File: src/design/recency_ordered_lru_table_assert.svh
// Assertion macros shared by the recency table RTL.
// Each macro expects clk and rst_n in scope.
`ifndef RECENCY_ORDERED_LRU_TABLE_ASSERT_SVH
`define RECENCY_ORDERED_LRU_TABLE_ASSERT_SVH
`ifndef SYNTHESIS
`define LRU_ASSERT_IMP(label, ante, cons, msg) \
    label: assert property (@(posedge clk) disable iff (!rst_n) (ante) |-> (cons)) \
        else $error(msg);
`define LRU_ASSERT_NXT(label, ante, cons, msg) \
    label: assert property (@(posedge clk) disable iff (!rst_n) (ante) |=> (cons)) \
        else $error(msg);
`else
`define LRU_ASSERT_IMP(label, ante, cons, msg)
`define LRU_ASSERT_NXT(label, ante, cons, msg)
`endif
`endif

File: src/design/lru_pkg.sv
`default_nettype none
package lru_pkg;
    localparam int KEY_W  = 56;
    localparam int TIME_W = 32;

    localparam logic [2:0] OP_ENSURE = 3'd0;
    localparam logic [2:0] OP_TOUCH  = 3'd1;
    localparam logic [2:0] OP_DROP   = 3'd2;
    localparam logic [2:0] OP_GET    = 3'd3;
    localparam logic [2:0] OP_EVICT  = 3'd4;

    localparam logic [1:0] ST_DONE     = 2'd0;
    localparam logic [1:0] ST_INSERTED = 2'd1;
    localparam logic [1:0] ST_EVICTED  = 2'd2;
    localparam logic [1:0] ST_MISS     = 2'd3;

    typedef struct packed {
        logic clr;    // clear rank counter
        logic cnt_en; // count against broadcast time
        logic shift;  // take entry from upper neighbour
        logic load;   // take broadcast load data
    } cell_ctl_t;
endpackage
`default_nettype wire

File: src/design/lru_cell.sv
`default_nettype none
module lru_cell #(
    parameter int IW  = 5,
    parameter int IDX = 0
) (
    input  wire                          clk,
    input  wire                          rst_n,
    input  lru_pkg::cell_ctl_t           ctl,
    input  wire                          valid,
    input  wire [lru_pkg::TIME_W-1:0]    bc_time,
    input  wire [IW-1:0]                 bc_idx,
    input  wire [lru_pkg::KEY_W-1:0]     nb_key,
    input  wire [lru_pkg::TIME_W-1:0]    nb_time,
    input  wire [lru_pkg::KEY_W-1:0]     ld_key,
    input  wire [lru_pkg::TIME_W-1:0]    ld_time,
    output logic [lru_pkg::KEY_W-1:0]    key,
    output logic [lru_pkg::TIME_W-1:0]   tstamp,
    output logic [IW-1:0]                cnt
);
    import lru_pkg::*;

    logic [KEY_W-1:0]  key_reg;
    logic [TIME_W-1:0] time_reg;
    logic [IW-1:0]     cnt_reg;
    logic              newer;

    // broadcast entry ranks above this one: later index wins ties
    assign newer = (bc_time > time_reg) ||
                   ((bc_time == time_reg) && (bc_idx > IW'(IDX)));

    always_ff @(posedge clk)
    begin
        if (ctl.load)
        begin
            key_reg  <= ld_key;
            time_reg <= ld_time;
        end
        else if (ctl.shift)
        begin
            key_reg  <= nb_key;
            time_reg <= nb_time;
        end
    end

    always_ff @(posedge clk or negedge rst_n)
    begin
        if (!rst_n)
            cnt_reg <= '0;
        else if (ctl.clr)
            cnt_reg <= '0;
        else if (ctl.cnt_en && valid && newer)
            cnt_reg <= cnt_reg + 1'b1;
    end

    assign key    = key_reg;
    assign tstamp = time_reg;
    assign cnt    = cnt_reg;
endmodule
`default_nettype wire
File: config.mk
export PLATFORM = sky130hd
export DESIGN_NAME = lru_cell
export DESIGN_NICKNAME = d
export VERILOG_FILES = /design/src/design/recency_ordered_lru_table_assert.svh /design/src/design/lru_pkg.sv /design/src/design/lru_cell.sv
export SDC_FILE = /design/constraint.sdc
export NUM_CORES = 1
export LEC_CHECK = 0
export BUFFER_PORTS_ARGS = -buffer_cell sky130_fd_sc_hd__buf_2
export CAP_MARGIN = 10
export CELL_PAD_IN_SITES_DETAIL_PLACEMENT = 1
export CELL_PAD_IN_SITES_GLOBAL_PLACEMENT = 2
export CORE_UTILIZATION = 28
export DETAILED_ROUTE_END_ITERATION = 8
export PLACE_DENSITY_LB_ADDON = 0.1
export SLEW_MARGIN = 20
export SYNTH_ARGS = -nofsm -noshare
export SYNTH_HDL_FRONTEND = slang
export SYNTH_SLANG_ARGS = --single-unit
File: constraint.sdc
create_clock -name clk -period 4.75 [get_ports clk]
set_input_delay 0.95 -clock clk [delete_from_list [all_inputs] [get_ports clk]]
set_output_delay 0.95 -clock clk [all_outputs]
set_load 0.1 [all_outputs]
=== Word-level counts from Yosys, hierarchy flattened ===
Index checks and enable logic that the tools add are counted.

* Output and inout bits: 93
* Flip-flop bits (word level): 93
* Logic and storage cells: 19

* $add $sub $neg: 1
* Order comparisons: 2
* Multiplexer cells: 6
* Eq/ne operators: 1
* Reduce and logical (&&, ||, !) cells: 6

{| class="wikitable"
|+ Operators with widths
! cell !! count
|-
| two-way mux 56 bit || 2
|-
| two-way mux 32 bit || 2
|-
| equality test 32 bit || 1
|-
| > comparator 32 bit || 1
|-
| two-way mux 5 bit || 2
|-
| adder 5 x 1 -> 5 bit (second input constant) || 1
|-
| > comparator 5 x 1 -> 1 bit (second input constant) || 1
|-
| nonzero test 2 bit || 2
|-
| logical AND 1 bit || 3
|-
| logical OR 1 bit || 1
|}

=== Longest topological paths before layout ===
* Depth after elaboration: 6
* Depth in mapped cells: 9
* Gate-level depth less buffers: 9

=== Least setup slack after synthesis ===
No wires, ideal clock.

* Kind: input -> register
* Start point: input ctl[0] (netlist bit)
* End point: register key_reg[0], in the netlist key[0] (enable)
* Stages: 4
* Required time: 4.341 ns
* Slack: 1.361 ns
* Library setup time: 0.409 ns
* Data arrival time: 2.980 ns
* Cell sequence: buf_2 -> clkbuf_1 -> buf_1 -> or2_2

* Cells in the longest elaborated chain, start to end: 1

{| class="wikitable"
|+ Ends and longest elaborated chain
! what !! RTL line !! source
|-
| start: declaration || lru_cell.sv:8 || <nowiki>input lru_pkg::cell_ctl_t ctl,</nowiki>
|-
| nonzero test 2 bit (no source line) || -- ||
|-
| end signal: assignment || lru_cell.sv:35 || <nowiki>key_reg <= ld_key;</nowiki>
|-
| end signal: assignment || lru_cell.sv:40 || <nowiki>key_reg <= nb_key;</nowiki>
|-
| end: declaration || lru_cell.sv:22 || <nowiki>logic [KEY_W-1:0] key_reg;</nowiki>
|}

Every way passes these cells.
A chain may end at the register's enable or synchronous reset.

=== Final worst setup path ===
* Start point: input bc_time[17] (netlist bit)
* End point: register cnt_reg[0], in the netlist cnt[0]

* Cells in the longest elaborated chain, start to end: 5
* Elaborated cells between the ends (all ways): 6
* Classes of those cells: order compare (1); eq/ne (1); reduce/logical (4)

{| class="wikitable"
|+ Ends and longest elaborated chain
! what !! RTL line !! source
|-
| start: declaration || lru_cell.sv:10 || <nowiki>input wire [lru_pkg::TIME_W-1:0] bc_time,</nowiki>
|-
| parallel branches: the longest is 2 deep, another holds > comparator 32 bit || -- ||
|-
| logical OR 1 bit * || lru_cell.sv:28 || <nowiki>assign newer = (bc_time > time_reg) ||</nowiki>
|-
| logical AND 1 bit * || lru_cell.sv:51 || <nowiki>else if (ctl.cnt_en && valid && newer)</nowiki>
|-
| nonzero test 2 bit (no source line) * || -- ||
|-
| end signal: assignment || lru_cell.sv:52 || <nowiki>cnt_reg <= cnt_reg + 1'b1;</nowiki>
|-
| end: declaration || lru_cell.sv:24 || <nowiki>logic [IW-1:0] cnt_reg;</nowiki>
|}

Every way passes the cells marked *.

==> metrics.md <==
| Metric | Value |
|---|---|
| Status | `completed` |
| WS Path Type | `in -> reg` |
| Total gr overflow | `0` |
| RSZ-0062 raised after global routing | `false` |
| Primary FF master, synth | `edfxtp_1` |
| Delay-heaviest family, CP | `compound AO/OA/AOI/OAI gates` |
| Initial Util | `28.95%` |
| Num ports | `313` |
| Async SR Flop Fraction | `5.376%` |
| Register Area | `2768 um^2` |
| Routability Congestion | `0.7572` |
| Setup tns final | `0 ns` |
| Syn Nets | `581` |
| Critical Path, Cell by Cell | `buf_2, ha_1, a21oi_1, o21ai_1, a221oi_2, o311ai_2, a211oi_4, nor2b_2, mux2_4` |
| Die span in x | `133.4 um` |
| Yosys top cell area share | `54.66%` |
| Final #Nets | `897` |
| EDFF count, synth | `88` |
| Post-synthesis simple-gate area fraction | `5.280%` |
| Mux cell area share after synthesis | `21.01%` |
| CTS H-tree lvls | `3` |
| Tot GR Track Use | `16.95%` |
| Fmax | `0.3834 GHz` |
| Sequential share of the synthesized area | `57.25%` |
| Routed vias/inst | `4.459` |
| Clock Latency Late Sink | `0.35 ns` |
| XOR/XNOR Fraction of Synth Area | `0%` |
| DRT iter0 DRCs | `116` |
| Post-DRT Antenna Nets | `0` |
| Main combinational cell family by area after synthesis | `multiplexers` |
| Hold WS | `0.4099 ns` |
| Critical path's slowest cell | `a211oi_4` |
| Max incr delay on CP | `0.36 ns` |
| # hold bufs at CTS | `0` |
| Area of the core | `16700 um^2` |
| Final hold violation count | `0` |
| Die Span Y | `133.4 um` |
| Post-cts repair resize count | `0` |
| Wire per inst | `17.09 um` |
| Post-CTS Setup Bufs | `0` |
| Synth Area in Compound Gates | `4.555%` |
| VDD IR max | `0.0001562 V` |
| Critical Path Source Type | `input port` |
| Number of flip-flops in the largest register | `56` |
| DIE AREA | `17800 um^2` |
| Arrival time at the worst endpoint | `2.84 ns` |
| Leak Pwr | `3.315 nW` |
| Crit path buffers/inverters | `1` |
| Rel. slew slack | `55.78%` |
| Drt first pass iters | `4` |
| Synth Instances | `328` |
| Share of cells above drive strength 1 | `67.03%` |
| Area of the multi-input gates | `1907 um^2` |
| # fillers | `1871` |
| Initial antenna violation count | `4` |
| Final Cycle Share | `54.91%` |
| Seq cells post-synth | `93` |
| Area delta synth->final | `44.57%` |
| CTS tree | `done` |
| Netlist cell types | `41` |
| Vias | `3888` |
| Fin crit period | `2.608 ns` |
| Syn avg cell area | `14.74 um^2` |
| Residual DRC | `0` |
| Worst-case clock buffer depth | `2` |
| Worst Path Required | `4.98 ns` |
| Largest net degree at the start of global routing | `53` |
| Min-Delay Path Class | `in -> async` |
| Core Rows | `47` |
| Synth warn | `0` |
| Non-filler instance count after layout | `872` |
| Area contributors post-synth | `edfxtp_1, mux2_2, ha_1, dfrtp_1, inv_1` |
| Largest area contributor in the netlist | `edfxtp_1` |
| Drt total wl | `14900 um` |
| Maxcap violations | `0` |
| PwrDens | `407.3 nW/um^2` |
| Root Driver | `clkbuf_16` |
| CTS sink count | `93` |
| Post-DP HPWL | `12200 um` |
| Post-Synth Adder-Cell Area | `8.540%` |
| Synth cell count leaders | `edfxtp_1, mux2_2, ha_1, inv_1, a21oi_1` |
| Clk slew on worst S/H paths | `0.06 ns` |
| Endpoints failing setup | `0` |
| Final Max Tran Viols | `0` |
| First-pass GRT wire length | `22550 um` |
| CP max FO | `7` |
| Worst Tran Pin Value | `0.6633 ns` |
| Clk_skew | `0.007445 ns` |
| Fin util | `41.85%` |
| Number of global-route vias before repair | `4355` |
| Port bufs | `312` |
| TritonCTS buffer count | `9` |
| Dpl cells | `853` |
| Cell area after synthesis | `4835 um^2` |
| Setup crit end kind | `flip-flop` |
==> worst paths after layout <==
kind / start / to / slack [ns] / cells past startpoint
setup / recovery: bc_time[17] / cnt[0] / 2.14 / 9
hold / removal: rst_n / cnt[1] / 0.41 / 1
hold reg to reg: cnt[4] / cnt[4] / 0.59 / 2
min in group clk: cnt[4] / cnt[4] / 0.59 / 2
setup reg to reg: tstamp[19] / cnt[0] / 2.46 / 9
max in group asynchronous: rst_n / cnt[2] / 4.21 / 1
==> layout by cell type (no fill, tap or decap), types with 3 or more instances in the layout <==
master     synthesis  layout
buf_2              1     311
mux2_2            88      88
edfxtp_1          88      88
inv_1             33      33
ha_1              33      33
a21oi_1           14      14
clkbuf_16          0       9
nand4_1            7       7
nand2_1            7       7
dfrtp_1            5       5
o21ai_0            4       4
buf_4              0       4
diode_2            0       3
nand3_1            3       3
or3_1              3       3
==> final cells by class <==
cell class                      instances  area share, %
Timing Repair Buffer                  315          22.70
Tap cell                              220          3.938
Clock inverter                          7          1.378
Clock buffer                            9          3.222
Antenna cell                            3         0.1074
Inverter                               33          1.772
Sequential cell                        93          39.60
Multi-Input combinational cell        192          27.28
==> layer usage <==
layer / up-vias / track usage (%) / part of all wire [%]
li1: 1874 / - / -
met1: 1817 / 16.59 / 35
met2: 169 / 31.45 / 53
met3: 24 / 6.393 / 9.4
met4: 4 / 7.576 / 2.4
met5: - / 0 / 0.23
==> stage by stage <==
step / power (mW) / area, um^2 / setup slack [ns]
global placement: 2.071 / 6660 / 1.808
finish: 2.847 / 6989 / 2.142
CTS: 2.888 / 6982 / 2.119
detailed placement: 2.081 / 6660 / 1.752
floorplan: 1.855 / 4835 / 1.361
global route: 2.954 / 6987 / 2.031
==> kinds of logic after synthesis <==
| group | count (synthesis) |
|---|---|
| flops | 93 |
| mux | 90 |
| buf+inv | 43 |
| simple gates | 39 |
| fa+ha+maj | 33 |
| compound gates | 30 |
==> power breakdown <==
group	switching, mW	internal, mW	leakage [nW]	total, mW
Clock	0.329	0.465	0.160	0.794
Sequential	0.0285	0.997	0.966	1.03
Combinational	0.802	0.225	2.19	1.03
Note: power is estimated with default switching activity, not from simulation.
